### src/rtl/core/ultrasonic_echo_ranger_top_assert.svh
// Assertion macros used by the ultrasonic echo ranger sequencer.
`ifndef ULTRASONIC_ECHO_RANGER_TOP_ASSERT_SVH
`define ULTRASONIC_ECHO_RANGER_TOP_ASSERT_SVH

`ifndef SYNTHESIS
`define UER_ASSERT_IMP(lbl, ante, cons) \
    lbl: assert property (@(posedge clk) disable iff (!rst_n) (ante) |-> (cons)) \
        else $error("assertion failed: %m");
`define UER_ASSERT_NXT(lbl, ante, cons) \
    lbl: assert property (@(posedge clk) disable iff (!rst_n) (ante) |=> (cons)) \
        else $error("assertion failed: %m");
`else
`define UER_ASSERT_IMP(lbl, ante, cons)
`define UER_ASSERT_NXT(lbl, ante, cons)
`endif

`endif

### src/rtl/core/uer_pkg.sv
// Package with the types, constants and register codes of the echo ranger.
package uer_pkg;

    localparam int COUNT_BITS_DEF = 20;
    localparam int PHASE_BITS_DEF = 16;

    localparam int TICK_W     = 16;
    localparam int DIST_W     = 18;
    localparam int ECHO_W     = 20;
    localparam int CFG_IDX_W  = 3;
    localparam int CFG_DATA_W = 18;
    localparam int IN_DATA_W  = 8;
    localparam int OUT_DATA_W = 48;
    localparam int Q_DEPTH    = 4;

    localparam logic [CFG_IDX_W-1:0] CFG_PRE_LOW    = 3'd0;
    localparam logic [CFG_IDX_W-1:0] CFG_PULSE_HIGH = 3'd1;
    localparam logic [CFG_IDX_W-1:0] CFG_POST_LOW   = 3'd2;
    localparam logic [CFG_IDX_W-1:0] CFG_SCALE      = 3'd3;
    localparam logic [CFG_IDX_W-1:0] CFG_MAX_DIST   = 3'd4;

    localparam logic [TICK_W-1:0] PRE_LOW_RST    = 16'd160;
    localparam logic [TICK_W-1:0] PULSE_HIGH_RST = 16'd96;
    localparam logic [TICK_W-1:0] POST_LOW_RST   = 16'd160;
    localparam logic [TICK_W-1:0] SCALE_RST      = 16'd35678;
    localparam logic [DIST_W-1:0] MAX_DIST_RST   = 18'd128000;

    typedef enum logic [5:0] {
        PH_IDLE  = 6'b000001,
        PH_PRE   = 6'b000010,
        PH_HIGH  = 6'b000100,
        PH_POST  = 6'b001000,
        PH_WAIT  = 6'b010000,
        PH_COUNT = 6'b100000
    } phase_t;

    typedef struct packed {
        logic start_req;
        logic echo_level;
    } item_t;

    typedef struct packed {
        logic [TICK_W-1:0] pre_low_ticks;
        logic [TICK_W-1:0] pulse_high_ticks;
        logic [TICK_W-1:0] post_low_ticks;
        logic [TICK_W-1:0] scale_q16;
        logic [DIST_W-1:0] max_distance_q8;
    } cfg_t;

    typedef struct packed {
        logic              trigger_level;
        logic              busy_res;
        logic              done_res;
        logic [DIST_W-1:0] distance_q8;
        logic              held_previous;
        logic [ECHO_W-1:0] echo_ticks;
    } result_t;

endpackage

### src/rtl/core/uer_front.sv
// Input side: accepts items, decodes their fields and queues them for the sequencer.
module uer_front (
    input  logic                          clk,
    input  logic                          rst_n,
    input  logic                          s_axis_tvalid,
    output logic                          s_axis_tready,
    input  logic [uer_pkg::IN_DATA_W-1:0] s_axis_tdata,
    output uer_pkg::item_t                item,
    output logic                          item_valid,
    input  logic                          item_pop
);
    import uer_pkg::*;

    localparam int AW = $clog2(Q_DEPTH);
    localparam int CW = $clog2(Q_DEPTH + 1);

    item_t          q_mem_reg [Q_DEPTH];
    logic [AW-1:0]  wr_ptr_reg;
    logic [AW-1:0]  rd_ptr_reg;
    logic [CW-1:0]  cnt_reg;
    logic [CW-1:0]  cnt_next;
    logic           push;
    item_t          in_item;

    assign s_axis_tready = (cnt_reg != CW'(Q_DEPTH));
    assign push          = s_axis_tvalid && s_axis_tready;
    assign in_item       = '{start_req: s_axis_tdata[0], echo_level: s_axis_tdata[1]};
    assign item_valid    = (cnt_reg != '0);
    assign item          = q_mem_reg[rd_ptr_reg];

    always_comb
    begin
        cnt_next = cnt_reg;
        if (push && !item_pop)
        begin
            cnt_next = cnt_reg + 1'b1;
        end
        else if (!push && item_pop)
        begin
            cnt_next = cnt_reg - 1'b1;
        end
    end

    always_ff @(posedge clk or negedge rst_n)
    begin
        if (!rst_n)
        begin
            wr_ptr_reg <= '0;
            rd_ptr_reg <= '0;
            cnt_reg    <= '0;
        end
        else
        begin
            cnt_reg <= cnt_next;
            if (push)
            begin
                wr_ptr_reg <= wr_ptr_reg + 1'b1;
            end
            if (item_pop)
            begin
                rd_ptr_reg <= rd_ptr_reg + 1'b1;
            end
        end
    end

    always_ff @(posedge clk)
    begin
        if (push)
        begin
            q_mem_reg[wr_ptr_reg] <= in_item;
        end
    end

endmodule

### src/rtl/core/uer_back.sv
// Measurement sequencer: trigger phases, echo timing, distance and the output register.
`include "ultrasonic_echo_ranger_top_assert.svh"

module uer_back #(
    parameter int COUNT_BITS = uer_pkg::COUNT_BITS_DEF,
    parameter int PHASE_BITS = uer_pkg::PHASE_BITS_DEF
) (
    input  logic             clk,
    input  logic             rst_n,
    input  uer_pkg::cfg_t    cfg,
    input  uer_pkg::item_t   item,
    input  logic             item_valid,
    output logic             item_pop,
    output uer_pkg::result_t res,
    output logic             res_valid,
    input  logic             res_ready
);
    import uer_pkg::*;

    localparam int PROD_W = COUNT_BITS + TICK_W;
    localparam int CMP_W  = (PHASE_BITS > TICK_W) ? PHASE_BITS : TICK_W;
    localparam int DW     = (COUNT_BITS > DIST_W) ? COUNT_BITS : DIST_W;
    localparam logic [COUNT_BITS-1:0] COUNT_MAX = '1;
    localparam logic [PHASE_BITS-1:0] PHASE_MAX = '1;

    phase_t                 phase_reg;
    phase_t                 phase_next;
    logic [PHASE_BITS-1:0]  ticks_reg;
    logic [PHASE_BITS-1:0]  ticks_next;
    logic [COUNT_BITS-1:0]  count_reg;
    logic [COUNT_BITS-1:0]  count_next;
    logic [PROD_W-1:0]      prod_reg;
    logic [PROD_W-1:0]      prod_next;
    logic [DIST_W-1:0]      dist_reg;
    logic [DIST_W-1:0]      dist_next;
    logic                   out_valid_reg;
    result_t                res_reg;
    result_t                res_next;

    logic                   step;
    logic [PHASE_BITS-1:0]  ticks_inc;
    logic [TICK_W-1:0]      cur_len;
    logic                   phase_end;
    phase_t                 after_high;
    phase_t                 after_pre;
    phase_t                 first_phase;
    logic [DW-1:0]          dist_full;
    logic                   over;
    logic                   done;
    logic                   held;
    logic                   pre_echo;

    assign step      = item_valid && (!out_valid_reg || res_ready);
    assign item_pop  = step;
    assign res       = res_reg;
    assign res_valid = out_valid_reg;

    assign ticks_inc   = ticks_reg + 1'b1;
    assign after_high  = (cfg.post_low_ticks != '0) ? PH_POST : PH_WAIT;
    assign after_pre   = (cfg.pulse_high_ticks != '0) ? PH_HIGH : after_high;
    assign first_phase = (cfg.pre_low_ticks != '0) ? PH_PRE : after_pre;
    assign dist_full   = DW'(prod_reg[PROD_W-1:TICK_W]);
    assign over        = dist_full > DW'(cfg.max_distance_q8);
    assign pre_echo    = (phase_reg == PH_PRE) || (phase_reg == PH_HIGH) ||
                         (phase_reg == PH_POST) || (phase_reg == PH_WAIT);

    always_comb
    begin
        unique case (phase_reg)
            PH_PRE:  cur_len = cfg.pre_low_ticks;
            PH_HIGH: cur_len = cfg.pulse_high_ticks;
            default: cur_len = cfg.post_low_ticks;
        endcase
    end

    assign phase_end = (CMP_W'(ticks_inc) >= CMP_W'(cur_len)) || (ticks_inc == PHASE_MAX);

    always_comb
    begin
        phase_next = phase_reg;
        ticks_next = ticks_reg;
        count_next = count_reg;
        prod_next  = prod_reg;
        dist_next  = dist_reg;
        done       = 1'b0;
        held       = 1'b0;
        unique case (phase_reg)
            PH_IDLE:
            begin
                if (item.start_req)
                begin
                    count_next = '0;
                    prod_next  = '0;
                    phase_next = first_phase;
                    ticks_next = '0;
                end
            end
            PH_PRE, PH_HIGH, PH_POST:
            begin
                ticks_next = ticks_inc;
                if (phase_end)
                begin
                    ticks_next = '0;
                    if (phase_reg == PH_PRE)
                    begin
                        phase_next = after_pre;
                    end
                    else if (phase_reg == PH_HIGH)
                    begin
                        phase_next = after_high;
                    end
                    else
                    begin
                        phase_next = PH_WAIT;
                    end
                end
            end
            PH_WAIT:
            begin
                if (item.echo_level)
                begin
                    count_next = COUNT_BITS'(1);
                    prod_next  = PROD_W'(cfg.scale_q16);
                    phase_next = PH_COUNT;
                end
            end
            PH_COUNT:
            begin
                if (item.echo_level)
                begin
                    if (count_reg != COUNT_MAX)
                    begin
                        count_next = count_reg + 1'b1;
                        prod_next  = prod_reg + PROD_W'(cfg.scale_q16);
                    end
                end
                else
                begin
                    held       = over;
                    dist_next  = over ? dist_reg : dist_full[DIST_W-1:0];
                    done       = 1'b1;
                    phase_next = PH_IDLE;
                    ticks_next = '0;
                end
            end
            default:
            begin
                phase_next = PH_IDLE;
                ticks_next = '0;
            end
        endcase
    end

    always_comb
    begin
        res_next.trigger_level = (phase_reg == PH_HIGH);
        res_next.busy_res      = (phase_next != PH_IDLE);
        res_next.done_res      = done;
        res_next.distance_q8   = dist_next;
        res_next.held_previous = held;
        res_next.echo_ticks    = ECHO_W'(count_next);
    end

    always_ff @(posedge clk or negedge rst_n)
    begin
        if (!rst_n)
        begin
            phase_reg     <= PH_IDLE;
            ticks_reg     <= '0;
            count_reg     <= '0;
            prod_reg      <= '0;
            dist_reg      <= '0;
            out_valid_reg <= 1'b0;
        end
        else
        begin
            if (step)
            begin
                phase_reg     <= phase_next;
                ticks_reg     <= ticks_next;
                count_reg     <= count_next;
                prod_reg      <= prod_next;
                dist_reg      <= dist_next;
                out_valid_reg <= 1'b1;
            end
            else if (res_ready)
            begin
                out_valid_reg <= 1'b0;
            end
        end
    end

    always_ff @(posedge clk)
    begin
        if (step)
        begin
            res_reg <= res_next;
        end
    end

    `UER_ASSERT_IMP(a_held_only_on_done, res_valid && res.held_previous, res.done_res)
    `UER_ASSERT_IMP(a_done_ends_run, res_valid && res.done_res, !res.busy_res && !res.trigger_level)
    `UER_ASSERT_IMP(a_count_clear_before_echo, pre_echo, count_reg == '0)
    `UER_ASSERT_NXT(a_fall_reports_done, step && phase_reg == PH_COUNT && !item.echo_level, res_valid && res.done_res)

endmodule

### src/rtl/core/ultrasonic_echo_ranger_top.sv
// Top level of the ultrasonic echo ranger: configuration registers, input queue and sequencer.
//
// Each input item is one 8 MHz timer tick and produces exactly one result item. The block
// takes one item per clock cycle for as long as the output side keeps up; an item's result
// passes through the four-entry input queue and then the sequencer's output register. The
// sequencer advances the measurement by one tick per accepted item and keeps the echo
// distance as a running sum of the scale factor, so no multiplier sits in the loop. When the
// output stalls the queue fills and input ready drops once the queue holds four items.
// Configuration is written through a plain write port and should only change while no
// measurement is running.
module ultrasonic_echo_ranger_top #(
    parameter int COUNT_BITS = uer_pkg::COUNT_BITS_DEF,
    parameter int PHASE_BITS = uer_pkg::PHASE_BITS_DEF
) (
    input  logic                           clk,
    input  logic                           rst_n,
    input  logic                           s_axis_tvalid,
    output logic                           s_axis_tready,
    // Fields from bit 0: start_req, echo_level, zero fill.
    input  logic [uer_pkg::IN_DATA_W-1:0]  s_axis_tdata,
    output logic                           m_axis_tvalid,
    input  logic                           m_axis_tready,
    // Fields from bit 0: trigger_level, busy_res, done_res, distance_q8,
    // held_previous, echo_ticks, zero fill.
    output logic [uer_pkg::OUT_DATA_W-1:0] m_axis_tdata,
    input  logic                           cfg_we,
    input  logic [uer_pkg::CFG_IDX_W-1:0]  cfg_index,
    input  logic [uer_pkg::CFG_DATA_W-1:0] cfg_data
);
    import uer_pkg::*;

    localparam int RES_W = $bits(result_t);

    cfg_t    cfg_reg;
    item_t   item;
    logic    item_valid;
    logic    item_pop;
    result_t res;

    always_ff @(posedge clk or negedge rst_n)
    begin
        if (!rst_n)
        begin
            cfg_reg.pre_low_ticks    <= PRE_LOW_RST;
            cfg_reg.pulse_high_ticks <= PULSE_HIGH_RST;
            cfg_reg.post_low_ticks   <= POST_LOW_RST;
            cfg_reg.scale_q16        <= SCALE_RST;
            cfg_reg.max_distance_q8  <= MAX_DIST_RST;
        end
        else if (cfg_we)
        begin
            unique case (cfg_index)
                CFG_PRE_LOW:    cfg_reg.pre_low_ticks    <= cfg_data[TICK_W-1:0];
                CFG_PULSE_HIGH: cfg_reg.pulse_high_ticks <= cfg_data[TICK_W-1:0];
                CFG_POST_LOW:   cfg_reg.post_low_ticks   <= cfg_data[TICK_W-1:0];
                CFG_SCALE:      cfg_reg.scale_q16        <= cfg_data[TICK_W-1:0];
                CFG_MAX_DIST:   cfg_reg.max_distance_q8  <= cfg_data[DIST_W-1:0];
                default:        cfg_reg                  <= cfg_reg;
            endcase
        end
    end

    uer_front u_front (
        .clk           (clk),
        .rst_n         (rst_n),
        .s_axis_tvalid (s_axis_tvalid),
        .s_axis_tready (s_axis_tready),
        .s_axis_tdata  (s_axis_tdata),
        .item          (item),
        .item_valid    (item_valid),
        .item_pop      (item_pop)
    );

    uer_back #(
        .COUNT_BITS (COUNT_BITS),
        .PHASE_BITS (PHASE_BITS)
    ) u_back (
        .clk        (clk),
        .rst_n      (rst_n),
        .cfg        (cfg_reg),
        .item       (item),
        .item_valid (item_valid),
        .item_pop   (item_pop),
        .res        (res),
        .res_valid  (m_axis_tvalid),
        .res_ready  (m_axis_tready)
    );

    assign m_axis_tdata = {
        (OUT_DATA_W - RES_W)'(0),
        res.echo_ticks,
        res.held_previous,
        res.distance_q8,
        res.done_res,
        res.busy_res,
        res.trigger_level
    };

endmodule
### config.mk
export PLATFORM = sky130hd
export DESIGN_NAME = ultrasonic_echo_ranger_top
export DESIGN_NICKNAME = d
export VERILOG_FILES = /design/src/rtl/core/uer_pkg.sv /design/src/rtl/core/uer_front.sv /design/src/rtl/core/uer_back.sv /design/src/rtl/core/ultrasonic_echo_ranger_top.sv
export VERILOG_INCLUDE_DIRS = /design/src /design/src/rtl/core
export SDC_FILE = /design/constraint.sdc
export NUM_CORES = 1
export LEC_CHECK = 0
export ABC_AREA = 0
export ABC_CLOCK_PERIOD_IN_PS = 4100
export BUFFER_PORTS_ARGS = -buffer_cell sky130_fd_sc_hd__clkbuf_2
export CAP_MARGIN = 20
export CORE_MARGIN = 10
export CORE_UTILIZATION = 45
export DETAILED_ROUTE_END_ITERATION = 16
export PLACE_DENSITY = 0.76
export SETUP_SLACK_MARGIN = 0.4
export SLEW_MARGIN = 15
export SYNTH_ARGS = -nofsm -noshare
export SYNTH_HDL_FRONTEND = slang
export SYNTH_SLANG_ARGS = --single-unit
### constraint.sdc
create_clock -name clk -period 4.1 [get_ports clk]
set_input_delay 0.41 -clock clk [delete_from_list [all_inputs] [get_ports clk]]
set_output_delay 0.41 -clock clk [all_outputs]
set_load 0.01 [all_outputs]
==> summary.txt <==
Run status
  • Status: finished clean

Global route
  • Vias in the first global route: about 9400
  • Largest net degree at the start of global routing: between 80 and 90
  • Remaining Overflow, GRT: 0
  • First-pass GRT wire length: roughly 50000 um
  • Initial antenna violation count: 0
  • GR Util All Layers: 0.1650

Drt
  • Initial DRC Count: between 500 and 600
  • Pre-antenna DRT Iters: 6
  • DR DRC count: 0
  • Routed vias: between 9000 and 10000
  • Routed length per instance: 18.34 um
  • Number of routed nets with antenna violations: 0
  • Total Wirelength: ~31000 um
  • Via density: approximately 5.7

CTS
  • Clock slew at reported path FFs: approximately 0.06 ns
  • Htree depth: 1
  • Clock Path Buffers: 3
  • Inserted Clock Buffers: 25
  • CTS tree: built
  • Clk sink count: roughly 240
  • Clock Tree Root: clkbuf_16
  • Worst-Skew Late Latency: ~0.53 ns

Power
  • Final Power: about 0.0081 W
  • Cell area power density: roughly 550 nW/um2
  • Leak Pwr: around 6.4 nW
  • Worst vdd ir: 0.3118 mV

Yosys
  • Yosys cell types: 92
  • Total of warnings raised by yosys: 0
  • FFs w/ async S/R, synth: 0.7881
  • #FFs+latches synth: around 240
  • Post-synth EDFFs: 50
  • Synth area leaders: dfrtp_1, edfxtp_1, mux2_2, ha_1, dfstp_2
  • Ys flop type: dfrtp_1
  • Synth top area share: 0.3210
  • Syn Area/Cell: between 10 and 15 um2
  • Leading area contributor after synthesis: dfrtp_1
  • Sequential element share of the synthesized area: 0.4837
  • Cell Area, Synth: approximately 13000 um2
  • Post-Syn Instances: 1178

Setup path
  • CP endpoint kind: flop
  • CP max FO: 17
  • Crit start category: flop
  • Setup CP Type: flop to flop
  • Critical Path RT: around 4.6 ns
  • Flop2flop setup slack: around 0.36 ns
  • Critical path data arrival time: between 4 and 5 ns

STA
  • Clock skew: between 0.01 and 0.015 ns
  • Count of final setup violators: 0
  • Worst hold margin: 0.1068 ns
  • Setup Total Neg Slack: 0 ns
  • Unrepaired setup endpoints after global routing: true
  • Worst Max-Slew Pin Slew: a little over 1 ns
  • Period utilization: 0.9129
  • Final Hold Fails: 0
  • Pins over their slew limit: 0
  • Relative slew slack: 0.3175
  • Fmax: between 0.2 and 0.3 GHz
  • Period minus WS final: approximately 3.7 ns

Floorplan
  • Cell Rows: 61
  • Core ar.: roughly 28000 um2
  • Die height: about 190 um
  • Die footprint: approximately 36000 um2
  • Initial Util: 0.4576
  • I/O pin cnt: 84
  • Die width: approximately 190 um

Min path
  • Hold/Removal Path Class: input port to flop

Cells and area
  • Multi-input logic area: around 6300 um2
  • Layout area overhead: 15.49%
  • Share of layout cells above drive strength 1: 0.2663
  • Max reg flops: about 80
  • FF/Latch Area: 6186 um2
  • Fillers: between 2000 and 2500
  • Fin nets: around 1400
  • Commonest non-fill, non-tap cell in the layout: dfrtp_1
  • Most frequent cells in the layout: dfrtp_1, nand2_1, mux2_2
  • Ant diodes: 0

Flow run
  • Max-Cap Viols: 0

Placement
  • Buffers on Ports: between 70 and 80
  • Detail Placement HPWL: between 20000 and 25000 um
  • GPL Wtd Cong: approximately 0.86
-- worst max-delay path, cell delays in order (launching register included) --
cell and delay, ns:
dfrtp_2 0.44, or4_4 0.57, nor3b_4 0.27, buf_6 0.16, buf_16 0.11, a22o_1 0.11, a21oi_1 0.05, ha_1 0.22
or3_4 0.40, a2111oi_4 0.31, o31ai_2 0.13, a31oi_4 0.23, o2111ai_4 0.15, buf_12 0.19, o21ai_0 0.17, a22o_1 0.15
-- stage by stage --
step,std cells,worst slack (ns),utilization,cell area (um2)
2_1_floorplan,1183,0.2907,-,12870
3_3_place_gp,1596,0.1535,0.4872,13610
3_5_place_dp,1596,0.09854,0.4872,13610
4_1_cts,1651,0.3978,0.5216,14570
5_1_grt,1666,0.2480,0.5285,14760
6_report,1666,0.3572,0.5285,14760
-- cells by family (layout without fill, tap and decap cells) --
logic type                 count (synthesis)  after routing  synth area share
DFF                                      236            236            0.4837
other                                      1              6         0.0002933
xor gates and xnor gates                  52             52           0.03563
muxes                                    109            109           0.09758
buffers and inverters                     99            204           0.03592
and+or+nand+nor                          345            345            0.1430
AOI/OAI and AO/OA                        276            276            0.1440
adders and majority gates                 60             60           0.05990
-- power breakdown --
part	switching, W	internal (W)
clock	0.000935	0.00130
sequential	0.000322	0.00291
combinational	0.00163	0.00103
-- repair_timing --
item | in CTS | in global routing
setup buffers | 7 | 11
cloned | 1 | 2
endpoints found under the hold margin | 38 | 0
pin swaps | 4 | 4
resized for setup | 12 | 15
hold buffers | 1 | 0
setup endpoints to repair | 20 | 20
-- layout make-up --
type	count	share of cell area
tap	378	0.03203
sequential	236	0.4190
multi-input combinational	848	0.4277
clock buffer	36	0.04924
timing repair buffer	114	0.05517
inverter	44	0.01119
clock inverter	10	0.005678
-- cell usage after synthesis, types with 4 or more instances --
library cell and n:
a31oi_1 10, o21ai_0 78, nor2b_1 10, a21o_1 14, mux2_2 102, a22oi_1 11, clkbuf_1 22, dfrtp_1 164
a22o_1 25, inv_1 42, nand3_1 26, nor4_1 19, nor3b_1 4, or3_1 6, buf_4 9, edfxtp_1 50
a211oi_1 7, buf_2 18, nor3_2 4, ha_1 58, xor2_1 22, xnor2_1 30, and3_1 13, nor3_1 14
nor2_1 70, a21oi_1 65, o22ai_1 6, buf_6 4, nand2b_1 10, and2_1 4, nor3b_2 6, dfstp_2 22
o21ai_1 4, nand2_1 111, o31ai_1 14, nand4_1 20
-- routing by layer --
metal  up-vias  share of wire  GRT usage
met5         -              0          0
met3        63          0.052    0.02714
li1       4474              -          -
met4         0          0.027    0.04640
met1      4709           0.45     0.2172
met2       265           0.48     0.2747
-- final timing paths --
check | to | depth (start not counted) | from
max in group asynchronous | u_back.prod_reg[25]$_DFFE_PN0P_ | 3 | rst_n
min in group asynchronous | u_back.prod_reg[2]$_DFFE_PN0P_ | 2 | rst_n
worst min register to register | u_back.dist_reg[15]$_DFFE_PN0P_ | 1 | u_back.dist_reg[15]$_DFFE_PN0P_
worst max register to register | u_back.ticks_reg[3]$_DFFE_PN0P_ | 15 | u_back.phase_reg[2]$_DFFE_PN0P_
worst max-delay path | u_back.ticks_reg[3]$_DFFE_PN0P_ | 15 | u_back.phase_reg[2]$_DFFE_PN0P_
worst min-delay path | u_front.q_mem_reg[1][0]$_DFFE_PP_ | 1 | s_axis_tdata[1]
(Power assumes the default switching activity.)
